**src/hdl/ntmpd_pkg.sv**
```systemverilog
package ntmpd_pkg;

    localparam int DEF_MAX_WIDTH = 1024;
    localparam int STORED_ROWS   = 4;
    localparam int RING_ROWS     = 2 * STORED_ROWS;
    localparam int RING_W        = $clog2(RING_ROWS);
    localparam int PIX_W         = 24;
    localparam int CH_W          = 8;
    localparam int CFG_IDX_W     = 1;
    localparam int CFG_DATA_W    = 12;
    localparam int IMG_W_W       = 11;
    localparam int IMG_H_W       = 12;
    localparam int COL_W         = 12;
    localparam int W_W           = 13;
    localparam int ROW_W         = 13;
    localparam int POS_W         = 24;
    localparam int SUM_W         = 12;
    localparam int DIST_W        = 10;
    localparam int MIN_SIDE      = 5;
    localparam int MAX_HEIGHT    = 4095;
    localparam int RESET_WIDTH   = 640;
    localparam int RESET_HEIGHT  = 480;
    localparam int WIN_SMALL     = 9;
    localparam int WIN_LARGE     = 13;
    localparam int RECIP_SMALL   = 7282;
    localparam int RECIP_LARGE   = 5042;
    localparam int RECIP_SH      = 16;

    typedef enum logic [CFG_IDX_W-1:0] {
        REG_IMAGE_WIDTH  = 1'b0,
        REG_IMAGE_HEIGHT = 1'b1
    } cfg_reg_t;

    typedef enum logic [2:0] {
        B_IDLE,
        B_WRITE,
        B_READ,
        B_MEAN,
        B_SCAN,
        B_DONE
    } back_state_t;

    typedef struct packed {
        logic [PIX_W-1:0]  pix;
        logic              wr;
        logic [RING_W-1:0] wr_row;
        logic [COL_W-1:0]  wr_col;
        logic              emit;
        logic              filt;
        logic              frame_end;
        logic [RING_W-1:0] out_row;
        logic [COL_W-1:0]  out_col;
    } cmd_t;

    function automatic logic [CH_W-1:0] chan(input logic [PIX_W-1:0] p, input int k);
        chan = p[k*CH_W +: CH_W];
    endfunction

    function automatic logic [DIST_W-1:0] l1_dist(input logic [PIX_W-1:0] p,
                                                  input logic [PIX_W-1:0] m);
        logic [DIST_W-1:0] d;
        logic [CH_W-1:0]   a;
        logic [CH_W-1:0]   b;
        d = '0;
        for (int c = 0; c < 3; c++)
        begin
            a = p[c*CH_W +: CH_W];
            b = m[c*CH_W +: CH_W];
            d = d + DIST_W'((a > b) ? (a - b) : (b - a));
        end
        l1_dist = d;
    endfunction

endpackage

```
**src/hdl/ntmpd_cmd_queue.sv**
```systemverilog
module ntmpd_cmd_queue
    import ntmpd_pkg::*;
(
    input  logic clk,
    input  logic rst_n,
    input  logic push,
    input  cmd_t push_cmd,
    output logic full,
    input  logic pop,
    output cmd_t pop_cmd,
    output logic empty
);

    cmd_t       slot_reg [2];
    logic       wp_reg;
    logic       rp_reg;
    logic [1:0] cnt_reg;

    assign full    = (cnt_reg == 2'd2);
    assign empty   = (cnt_reg == 2'd0);
    assign pop_cmd = slot_reg[rp_reg];

    always_ff @(posedge clk)
    begin
        if (push && !full)
        begin
            slot_reg[wp_reg] <= push_cmd;
        end
    end

    always_ff @(posedge clk or negedge rst_n)
    begin
        if (!rst_n)
        begin
            wp_reg  <= 1'b0;
            rp_reg  <= 1'b0;
            cnt_reg <= 2'd0;
        end
        else
        begin
            if (push && !full)
            begin
                wp_reg <= ~wp_reg;
            end
            if (pop && !empty)
            begin
                rp_reg <= ~rp_reg;
            end
            cnt_reg <= cnt_reg + 2'((push && !full) ? 1 : 0) - 2'((pop && !empty) ? 1 : 0);
        end
    end

endmodule

```
**config.mk**
```make
export PLATFORM = sky130hd
export DESIGN_NAME = ntmpd_cmd_queue
export DESIGN_NICKNAME = d
export VERILOG_FILES = /design/src/hdl/ntmpd_pkg.sv /design/src/hdl/ntmpd_cmd_queue.sv
export SDC_FILE = /design/constraint.sdc
export NUM_CORES = 1
export LEC_CHECK = 0
export ABC_AREA = 0
export BUFFER_PORTS_ARGS = -buffer_cell sky130_fd_sc_hd__buf_2
export CORE_ASPECT_RATIO = 0.75
export CORE_MARGIN = 8
export CORE_UTILIZATION = 52
export DETAILED_ROUTE_END_ITERATION = 6
export PLACE_DENSITY = 0.79
export REMOVE_ABC_BUFFERS = 1
export SYNTH_ARGS = -nofsm -noshare
export SYNTH_HDL_FRONTEND = slang
export SYNTH_SLANG_ARGS = --single-unit
```
**constraint.sdc**
```tcl
create_clock -name clk -period 4.9 [get_ports clk]
set_input_delay 0.735 -clock clk [delete_from_list [all_inputs] [get_ports clk]]
set_output_delay 0.735 -clock clk [all_outputs]
set_load 0.05 [all_outputs]
```
==> impl_metrics.toml <==
[yosys]
syn_area_per_cell_um2 = 22.3
synth_fa_ha_area_share_pct = 0.565
synth_compound_area_share_pct = 0
synth_area_um2 = 4430
yosys_warnings = 0
seq_area_frac_synth_pct = 80.9
synth_cells = 199
synth-simple-area-share_pct = 0.678
ys_ff_latch = 120
synth_mux_area_share_pct = 15.6
ys_types = 16
yosys.area_share.xor_xnor_pct = 0.791
synth_top_family_by_area = "multiplexers"

[flow_run]
maxCapViolations = 0

[power]
fin_total_pwr_w = 0.00440
p_per_area_nw_per_um2 = 764
p_leak_nw = 2.23
ir_worst_vdd_mv = 0.526

[floorplanning]
start_util_pct = 52.8
die_w_um = 123
core_um2 = 8380
rows = 29
dieArea_um2 = 11800
die_y_um = 95.9
io_pins = 122

[place]
placed_cells = 424
dpl_cell_area_um2 = 5140
gp_congestion = 0.715
dp_hpwl_mm = 5.58
io_buffers = 121

[sta]
tns_ns = 0
rsz0062_at_grt = "false"
hold_violations = 0
fin_crit_ns = 3.21
min_period_over_period_pct = 65.4
drv_slew = 0
fmax_mhz = 312
setup_viol = 0
worst_pin_slew_ns = 1.11
finClkSkew_ns = 0.00775
max_slew_margin_pct = 26.0

[clocking]
cts_buffers = 17
h-tree-depth = 4
ctsHoldBuffers = 0
post_cts_buffers = 0
cts_tree = "built"
clkSinkCount = 120
cts_max_path_buffers = 2
cts_root_buffer = "clkbuf_16"
clkTransAtPathRegs_ns = 0.05
worstSkewPairLatency_ns = 0.40
cts_resized = 0

[detailed_routing]
via_count = 2248
drtPass1Iterations = 4
wl_per_cell_um = 18.2
ant_nets = 0
viasPerCell = 4.93
first_iter_violations = 91
drc = 0
wirelength_mm = 8.30

[global_route]
grt_first_pass_wirelength_mm = 12.8
grt_max_degree = 49
grt_use_total_pct = 14.9
globalRouteOverflowTotal = 0
antenna_found_initial = 1
grt_pass1_vias = 2581

[critical_path]
cpMaxStageDelayCell = "dfrtp_2"
critPathLaunchType = "flop"
max_stage_delay_ns = 1.10
critPathCaptureType = "output pin"
cp_max_fo = 48
r2r_start = "cnt_reg[1]"
crit_type = "flop to output pin"
worstPathArrival_ns = 2.47
cp_cell_sequence = "buf_4 -> mux2_2 -> buf_2"
r2r_end = "slot_reg[0][9]"
cp.required_ns = 4.16
reg2reg_depth = 4
r2r_slack_ns = 2.62

[layout]
drive_gt1_share_pct = 61.8
syn2layout_area_growth_pct = 30.0
nFillCells = 552
fin_nets = 399
antenna_cells = 0
design_area_um2 = 5760
largest_register_ffs = 116
instances_no_fill = 456
finish.utilization_pct = 68.7

[status]
status = "complete, no violations"

[worst_hold_path]
hp-class = "primary input to asynchronous set/reset pin"
-- synthesized netlist by cell type, drive strengths merged --
cell type / number / area share [%]
edfxtp: 116 / 79
mux2: 58 / 16
buf: 7 / 1.3
dfrtp: 4 / 2.3
xnor2: 3 / 0.59
ha: 2 / 0.56
inv: 2 / 0.17
nor2: 2 / 0.17
and3: 1 / 0.14
nand2: 1 / 0.085
nand2b: 1 / 0.14
nor2b: 1 / 0.14
xor2: 1 / 0.20
-- metrics by stage --
stage / setup WS, ns / hold WS, ns
4_1_cts: 1.62 / 0.118
3_3_place_gp: 2.11 / 0.489
6_report: 1.69 / 0.130
3_5_place_dp: 2.05 / 0.495
2_1_floorplan: 1.17 / 0.439
5_1_grt: 1.54 / 0.112
-- worst max-delay path by stage --
stage,end,depth (start not counted),startpoint
after global placement,pop_cmd[54],3,rp_reg
final,pop_cmd[6],3,rp_reg
after global routing,pop_cmd[2],3,rp_reg
after CTS,pop_cmd[2],3,rp_reg
after detailed placement,pop_cmd[6],3,rp_reg
after floorplan,slot_reg[0][0],2,push
-- final cells by class --
type,count,area (um^2),share of cell area (%)
sequential,120,3580,62.3
multi-input combinational,70,790,13.7
timing repair buffer,124,628,10.9
clock buffer,19,433,7.52
clock inverter,13,179,3.11
tap,108,135,2.35
inverter,2,7.51,0.130
-- layer usage --
layer  part of all wire (%)  up-vias  global-route usage, %
met5                  0.096        -                      0
met4                   0.25        2                   3.34
met3                     12        4                   9.14
met2                     48       99                   24.5
met1                     40     1087                   16.2
li1                       -     1056                      -
-- critical path: cells and delay by family (launching register included) --
family | cells | cell delay (ns)
flops | 1 | 1.10
mux | 1 | 0.36
buf+inv | 2 | 0.59
-- logic make-up (layout without fill, tap and decap cells) --
family / after synthesis / in the layout
fa+ha+maj: 2 / 2
mux: 58 / 58
xor+xnor: 4 / 4
flops: 120 / 120
buf+inv: 9 / 158
simple gates: 6 / 6
-- where the power goes --
| group | switching, W | internal (W) |
|---|---|---|
| Sequential | 0.000135 | 0.00141 |
| Combinational | 0.00113 | 0.000461 |
| Clock | 0.000414 | 0.000846 |
| Total | 0.00168 | 0.00271 |
-- cell usage in the layout, fill, tap and decap left out, drive strengths merged --
master,netlist,routed
nand2,1,1
clkinvlp,0,4
ha,2,2
edfxtp,116,116
and3,1,1
xnor2,3,3
nand2b,1,1
buf,7,124
xor2,1,1
clkbuf,0,19
nor2b,1,1
clkinv,0,5
dfrtp,4,4
nor2,2,2
mux2,58,58
bufinv,0,4
inv,2,2
Note: power is estimated with default switching activity, not from simulation.
