--- config.mk ---
export PLATFORM = sky130hd
export DESIGN_NAME = ntmpd_front
export DESIGN_NICKNAME = d
export VERILOG_FILES = /design/src/hdl/ntmpd_pkg.sv /design/src/hdl/ntmpd_front.sv
export SDC_FILE = /design/constraint.sdc
export NUM_CORES = 1
export LEC_CHECK = 0
export BUFFER_PORTS_ARGS = -buffer_cell sky130_fd_sc_hd__buf_2
export CAP_MARGIN = 20
export CORE_ASPECT_RATIO = 1.25
export CORE_UTILIZATION = 50
export CTS_BUF_LIST = sky130_fd_sc_hd__clkbuf_4
export CTS_CLUSTER_DIAMETER = 60
export DETAILED_ROUTE_END_ITERATION = 8
export PLACE_DENSITY_LB_ADDON = 0.08
export SLEW_MARGIN = 20
export SYNTH_ARGS = -nofsm -noshare
export SYNTH_HDL_FRONTEND = slang
export SYNTH_SLANG_ARGS = --single-unit
--- constraint.sdc ---
create_clock -name clk -period 10.1 [get_ports clk]
set_clock_uncertainty 0.15 [all_clocks]
set_input_delay 1.01 -clock clk [delete_from_list [all_inputs] [get_ports clk]]
set_output_delay 1.01 -clock clk [all_outputs]
set_load 0.005 [all_outputs]
--- src/hdl/ntmpd_pkg.sv ---
package ntmpd_pkg;

    localparam int DEF_MAX_WIDTH = 1024;
    localparam int STORED_ROWS   = 4;
    localparam int RING_ROWS     = 2 * STORED_ROWS;
    localparam int RING_W        = $clog2(RING_ROWS);
    localparam int PIX_W         = 24;
    localparam int CH_W          = 8;
    localparam int CFG_IDX_W     = 1;
    localparam int CFG_DATA_W    = 12;
    localparam int IMG_W_W       = 11;
    localparam int IMG_H_W       = 12;
    localparam int COL_W         = 12;
    localparam int W_W           = 13;
    localparam int ROW_W         = 13;
    localparam int POS_W         = 24;
    localparam int SUM_W         = 12;
    localparam int DIST_W        = 10;
    localparam int MIN_SIDE      = 5;
    localparam int MAX_HEIGHT    = 4095;
    localparam int RESET_WIDTH   = 640;
    localparam int RESET_HEIGHT  = 480;
    localparam int WIN_SMALL     = 9;
    localparam int WIN_LARGE     = 13;
    localparam int RECIP_SMALL   = 7282;
    localparam int RECIP_LARGE   = 5042;
    localparam int RECIP_SH      = 16;

    typedef enum logic [CFG_IDX_W-1:0] {
        REG_IMAGE_WIDTH  = 1'b0,
        REG_IMAGE_HEIGHT = 1'b1
    } cfg_reg_t;

    typedef enum logic [2:0] {
        B_IDLE,
        B_WRITE,
        B_READ,
        B_MEAN,
        B_SCAN,
        B_DONE
    } back_state_t;

    typedef struct packed {
        logic [PIX_W-1:0]  pix;
        logic              wr;
        logic [RING_W-1:0] wr_row;
        logic [COL_W-1:0]  wr_col;
        logic              emit;
        logic              filt;
        logic              frame_end;
        logic [RING_W-1:0] out_row;
        logic [COL_W-1:0]  out_col;
    } cmd_t;

    function automatic logic [CH_W-1:0] chan(input logic [PIX_W-1:0] p, input int k);
        chan = p[k*CH_W +: CH_W];
    endfunction

    function automatic logic [DIST_W-1:0] l1_dist(input logic [PIX_W-1:0] p,
                                                  input logic [PIX_W-1:0] m);
        logic [DIST_W-1:0] d;
        logic [CH_W-1:0]   a;
        logic [CH_W-1:0]   b;
        d = '0;
        for (int c = 0; c < 3; c++)
        begin
            a = p[c*CH_W +: CH_W];
            b = m[c*CH_W +: CH_W];
            d = d + DIST_W'((a > b) ? (a - b) : (b - a));
        end
        l1_dist = d;
    endfunction

endpackage

--- src/hdl/ntmpd_front.sv ---
module ntmpd_front
    import ntmpd_pkg::*;
#(
    parameter int MAX_WIDTH = DEF_MAX_WIDTH
)
(
    input  logic                  clk,
    input  logic                  rst_n,
    input  logic                  cfg_we,
    input  logic [CFG_IDX_W-1:0]  cfg_index,
    input  logic [CFG_DATA_W-1:0] cfg_data,
    input  logic                  in_valid,
    output logic                  in_ready,
    input  logic [PIX_W-1:0]      in_pix,
    input  logic                  in_filler,
    output logic                  q_push,
    output cmd_t                  q_cmd,
    input  logic                  q_full
);

    logic [IMG_W_W-1:0] width_reg;
    logic [IMG_H_W-1:0] height_reg;
    logic [W_W-1:0]     w;
    logic [IMG_H_W-1:0] h;
    logic [POS_W-1:0]   total_reg;

    logic [COL_W-1:0]   in_col_reg;
    logic [ROW_W-1:0]   in_row_reg;
    logic [POS_W-1:0]   out_pos_reg;
    logic [ROW_W-1:0]   out_row_reg;
    logic [COL_W-1:0]   out_col_reg;

    // resync divider for out position after a register write
    logic [4:0]         div_cnt_reg;
    logic [POS_W-1:0]   div_num_reg;
    logic [COL_W-1:0]   div_rem_reg;
    logic [ROW_W-1:0]   div_quo_reg;
    logic [W_W-1:0]     div_try;
    logic               div_ge;
    logic [COL_W-1:0]   div_rem_next;
    logic [ROW_W-1:0]   div_quo_next;

    logic               accept;
    logic               clr;
    logic [COL_W-1:0]   c0;
    logic [ROW_W-1:0]   r0;
    logic [POS_W-1:0]   op;
    logic [ROW_W-1:0]   orow;
    logic [COL_W-1:0]   ocol;
    logic [COL_W-1:0]   col;
    logic [ROW_W-1:0]   row;
    logic               inframe;
    logic               drop;
    logic               emit;
    logic               filt;
    logic [POS_W-1:0]   op_n;
    logic               fend;
    logic [COL_W-1:0]   col_adv;
    logic [ROW_W-1:0]   row_adv;
    logic [COL_W-1:0]   ocol_adv;
    logic [ROW_W-1:0]   orow_adv;

    always_comb
    begin
        if ({2'b0, width_reg} < W_W'(MIN_SIDE))
            w = W_W'(MIN_SIDE);
        else if ({2'b0, width_reg} > W_W'(MAX_WIDTH))
            w = W_W'(MAX_WIDTH);
        else
            w = {2'b0, width_reg};
        if (height_reg < IMG_H_W'(MIN_SIDE))
            h = IMG_H_W'(MIN_SIDE);
        else
            h = height_reg;
    end

    assign in_ready = (div_cnt_reg == 5'd0) && !q_full;
    assign accept   = in_valid && in_ready;

    always_comb
    begin
        div_try      = W_W'({div_rem_reg, div_num_reg[POS_W-1]});
        div_ge       = (div_try >= w);
        div_rem_next = div_ge ? COL_W'(div_try - w) : COL_W'(div_try);
        div_quo_next = {div_quo_reg[ROW_W-2:0], div_ge};
    end

    always_comb
    begin
        clr  = (out_pos_reg >= total_reg);
        c0   = clr ? '0 : in_col_reg;
        r0   = clr ? '0 : in_row_reg;
        op   = clr ? '0 : out_pos_reg;
        orow = clr ? '0 : out_row_reg;
        ocol = clr ? '0 : out_col_reg;
        if ({1'b0, c0} >= w)
        begin
            col = '0;
            row = r0 + ROW_W'(1);
        end
        else
        begin
            col = c0;
            row = r0;
        end
        inframe = (row < {1'b0, h});
        drop    = inframe && in_filler;
        if (({1'b0, col} + W_W'(1)) >= w)
        begin
            col_adv = '0;
            row_adv = row + ROW_W'(1);
        end
        else
        begin
            col_adv = col + COL_W'(1);
            row_adv = row;
        end
        emit = !((row < ROW_W'(2)) || ((row == ROW_W'(2)) && (col < COL_W'(2))));
        filt = (orow >= ROW_W'(2)) && (({1'b0, orow} + 14'd2) < {2'b0, h})
            && (ocol >= COL_W'(2)) && (({1'b0, ocol} + W_W'(2)) < w);
        op_n = op + POS_W'(1);
        fend = (op_n >= total_reg);
        if (({1'b0, ocol} + W_W'(1)) >= w)
        begin
            ocol_adv = '0;
            orow_adv = orow + ROW_W'(1);
        end
        else
        begin
            ocol_adv = ocol + COL_W'(1);
            orow_adv = orow;
        end
    end

    always_comb
    begin
        q_push          = accept && !drop && (inframe || emit);
        q_cmd.pix       = in_pix;
        q_cmd.wr        = inframe;
        q_cmd.wr_row    = row[RING_W-1:0];
        q_cmd.wr_col    = col;
        q_cmd.emit      = emit;
        q_cmd.filt      = filt;
        q_cmd.frame_end = fend;
        q_cmd.out_row   = orow[RING_W-1:0];
        q_cmd.out_col   = ocol;
    end

    always_ff @(posedge clk)
    begin
        total_reg <= POS_W'(w) * POS_W'(h);
    end

    always_ff @(posedge clk or negedge rst_n)
    begin
        if (!rst_n)
        begin
            width_reg   <= IMG_W_W'(RESET_WIDTH);
            height_reg  <= IMG_H_W'(RESET_HEIGHT);
            in_col_reg  <= '0;
            in_row_reg  <= '0;
            out_pos_reg <= '0;
            out_row_reg <= '0;
            out_col_reg <= '0;
            div_cnt_reg <= '0;
            div_num_reg <= '0;
            div_rem_reg <= '0;
            div_quo_reg <= '0;
        end
        else
        begin
            if (cfg_we)
            begin
                unique case (cfg_reg_t'(cfg_index))
                    REG_IMAGE_WIDTH:  width_reg  <= cfg_data[IMG_W_W-1:0];
                    REG_IMAGE_HEIGHT: height_reg <= cfg_data[IMG_H_W-1:0];
                    default:          ;
                endcase
                div_cnt_reg <= 5'(POS_W);
                div_num_reg <= out_pos_reg;
                div_rem_reg <= '0;
                div_quo_reg <= '0;
            end
            else if (div_cnt_reg != 5'd0)
            begin
                div_cnt_reg <= div_cnt_reg - 5'd1;
                div_num_reg <= {div_num_reg[POS_W-2:0], 1'b0};
                div_rem_reg <= div_rem_next;
                div_quo_reg <= div_quo_next;
                if (div_cnt_reg == 5'd1)
                begin
                    out_row_reg <= div_quo_next;
                    out_col_reg <= div_rem_next;
                end
            end
            else if (accept && !drop)
            begin
                if (emit && fend)
                begin
                    in_col_reg  <= '0;
                    in_row_reg  <= '0;
                    out_pos_reg <= '0;
                    out_row_reg <= '0;
                    out_col_reg <= '0;
                end
                else
                begin
                    in_col_reg <= col_adv;
                    in_row_reg <= row_adv;
                    if (emit)
                    begin
                        out_pos_reg <= op_n;
                        out_row_reg <= orow_adv;
                        out_col_reg <= ocol_adv;
                    end
                    else
                    begin
                        out_pos_reg <= op;
                        out_row_reg <= orow;
                        out_col_reg <= ocol;
                    end
                end
            end
        end
    end

endmodule

==> reports/results.tsv <==
stage	metric	value	unit
critical_path	rr_worst_depth	27	
sta	worst_pin_slew	1050	ps
clocking	ctsLongestPathBuffers	2	
pwr	switching_share	0.503	
synth	post_synth_top_area_cell	dfrtp_1	
die	rows	75	
drt	detailedRoute.firstIterationViolations	1017	
synth	synth-async-reset-ratio	0.862	
critical_path	worst_path_slowest_cell	a311o_1	
global_routing	via_count_of_the_first_global_routing_pass	14700	
drt	post-route-drc-count	0	
synth	yosysWarningCount	0	
critical_path	worst-endpoint-required	8940	ps
clocking	tritoncts.num_buffers	17	
sta	post-route-period-util	0.871	
sta	final_period_minus_worst_setup_slack	8790	ps
sta	rsz0062_at_grt	false	
clocking	htree_num_levels	4	
pwr	intPower	2130	µW
clocking	clock_insertion_delay_worst_skew	710	ps
layout	multiInputGateArea	11900	µm²
synth	synthesis.instances	2049	
sta	max-slew-margin-rel	0.299	
die	floorplan.initialDensity	0.512	
synth	synth_ff_type	dfrtp_1	
synth	postSynthRegisterBits	174	
synth	postSynthNetCount	2387	
synth	number_of_enable_type_register_cells_in_the_synthesized_netlist	0	
place	place_worst_setup_slack	1730	ps
die	design.portCount	103	
layout	drive_above_1_share	0.0782	
drt	routedWlPerCell	20.3	µm
global_routing	globalRoute.totalOverflow	0	
critical_path	crit_family	compound AO/OA/AOI/OAI gates	
layout	final_net_count	2358	
critical_path	critPathLaunchType	flop	
critical_path	cp_cell_sequence	inv_1, ha_1, nand2b_1, a2111oi_0, or3b_1, a311o_1, and3_1, ha_1, a211oi_1, o21ai_1, a211oi_1, a21bo_1, nor3_2, a211o_1, ha_1, a21o_1, a21oi_1, o21ai_0, nor2_1, o21ai_0, nor3_2, a211oi_1, buf_2	
sta	clock.fmax	0.114	GHz
global_routing	maximum_number_of_pins_on_one_net_before_global_route_repair	86	
global_routing	grt_pass1_wl	81.3	mm
sta	hold_ws	185	ps
drt	finalWirelength	50.7	mm
place	dp.final_hpwl	38.5	mm
drt	post_drt_via_cell_ratio	5.95	
place	final_estimated_routing_congestion_in_global_placement	0.929	
clocking	cts.clk_slew.worst_paths	190	ps
layout	mostFrequentLayoutCell	nand2_1	
clocking	cts_hold_buffers	0	
drt	routed.top_layer	met4	
synth	cell_variety_after_synth	85	
drt	met3RoutedLength	2.45	mm
critical_path	criticalPathCategory	reg2out	
pwr	leakage	0.00881	µW
pwr	peakVddDrop	203	µV
layout	final_cell_mix	nand2_1 (258), ha_1 (204), inv_1 (174), nor2_1 (170), dfrtp_1 (144)	
place	io_buffer_count	53	
drt	drt-met1-wl	21.2	mm
synth	synth_largest_type_area_fraction	0.208	
worst_hold_path	holdCritPathClass	in2async	
critical_path	critPathMaxFanout	19	
sta	setup_viol	0	
global_routing	groute.usage.overall	0.298	
die	dieArea	35500	µm²
layout	regArea	4240	µm²
critical_path	timing.critical_path.buf_inv	2	
sta	timing.setup.tns	0	ps
die	die_y	210	µm
critical_path	critical_path_cell_count	23	
synth	netlist_top_cells_area	dfrtp_1 (21%), ha_1 (15%), fa_1 (10%)	
pwr	share_comb_of_total_power	0.685	
pwr	sw_power	2160	µW
pwr	sequentialPowerShare	0.218	
run	drv.max_cap_violation_count	0	
layout	area_delta_synth_final	4.18	%
layout	finish.utilization	0.534	
sta	drv_slew	0	
clocking	cts_tree	yes	
synth	postSynthAreaPerCell	8.47	µm²
clocking	ctsResizeCount	0	
die	die_width	169	µm
clocking	cts-root-buf	clkbuf_4	
critical_path	arrival	7630	ps
pwr	power-per-cell-area	237	nW/µm²
die	core_area	33900	µm²
layout	fillCellCount	3303	
sta	final.setup.worst_slack	1310	ps
critical_path	slowest_delay	850	ps
clocking	cts_num_sinks	174	
critical_path	timing.critical_path.to_type	primary output	
drt	postRouteAntennaNets	0	
global_routing	grt_antenna_before_repair	2	
drt	drt-pass1-iter-count	5	
pwr	clock_power_share	0.097	
synth	netlist_area	17400	µm²
clocking	post_cts_buffers	0	
drt	vias	14800	
outcome	outcome	finished clean	
drt	met2RoutedLength	25.3	mm
sta	hold_viol	0	
synth	synth.yosys.seq_area_share	0.244	
-- synth_stat cells (all sizes together), types with 23 or more instances --
master and n:
nand2 260, buf 51, xor2 39, fa 91, and3 37, xnor2 60
mux2i 33, inv 178, clkbuf 70, nand4 36, dfrtp 144, nor3 44
nor2 172, a21o 25, o21ai 118, nand3 51, and2 23, dfxtp 24
a21oi 97, ha 204, a22o 28
-- metal layers --
metal | up-vias | track usage
met2 | 426 | 0.518
met4 | 0 | 0.123
met5 | - | 0
li1 | 7027 | -
met3 | 103 | 0.0432
met1 | 7289 | 0.368
-- power by group through the flow --
stage / Combinational (µW) / Sequential [µW] / Clock, µW
CTS: 2950 / 935 / 428
detailed placement: 2930 / 949 / 0
finish: 2940 / 937 / 417
floorplan: 2270 / 891 / 0
global route: 3330 / 951 / 448
global placement: 2900 / 947 / 0
-- final timing paths --
kind                                startpoint              to  slack [ps]
worst min-delay path                     rst_n  div_cnt_reg[4]         190
max in group asynchronous                rst_n   width_reg[10]        8120
min in group clk                div_quo_reg[0]  div_quo_reg[0]         380
worst min register to register  div_quo_reg[0]  div_quo_reg[0]         380
worst max-delay path            out_pos_reg[0]          q_push        1310
worst max register to register  out_pos_reg[0]   in_col_reg[2]        1660
-- area by class of cell --
| type | count | area share |
|---|---|---|
| Clock inverter | 15 | 0.00831 |
| Multi-Input combinational cell | 1573 | 0.657 |
| Antenna cell | 2 | 0.000277 |
| Inverter | 181 | 0.0377 |
| Timing Repair Buffer | 73 | 0.0233 |
| Clock buffer | 17 | 0.00706 |
| Tap cell | 462 | 0.0320 |
| Sequential cell | 174 | 0.235 |
-- stage by stage --
step / power, µW / std cells / area [µm²]
after floorplan: 3160 / 2049 / 17400
after global placement: 3850 / 2463 / 17800
after detailed placement: 3880 / 2463 / 17800
after CTS: 4310 / 2495 / 18100
after global routing: 4730 / 2497 / 18100
final: 4290 / 2497 / 18100
-- logic make-up (layout without fill, tap and decap cells) --
group	after synthesis	in the layout	synth area share
compound gates	413	413	0.156
other cells	1	3	0.000216
fa+ha+maj	295	295	0.252
flops	174	174	0.244
xor+xnor	99	99	0.0500
mux	55	55	0.0333
buf+inv	302	286	0.0733
simple gates	710	710	0.190
No activity file was read; power rests on OpenSTA's default activity.
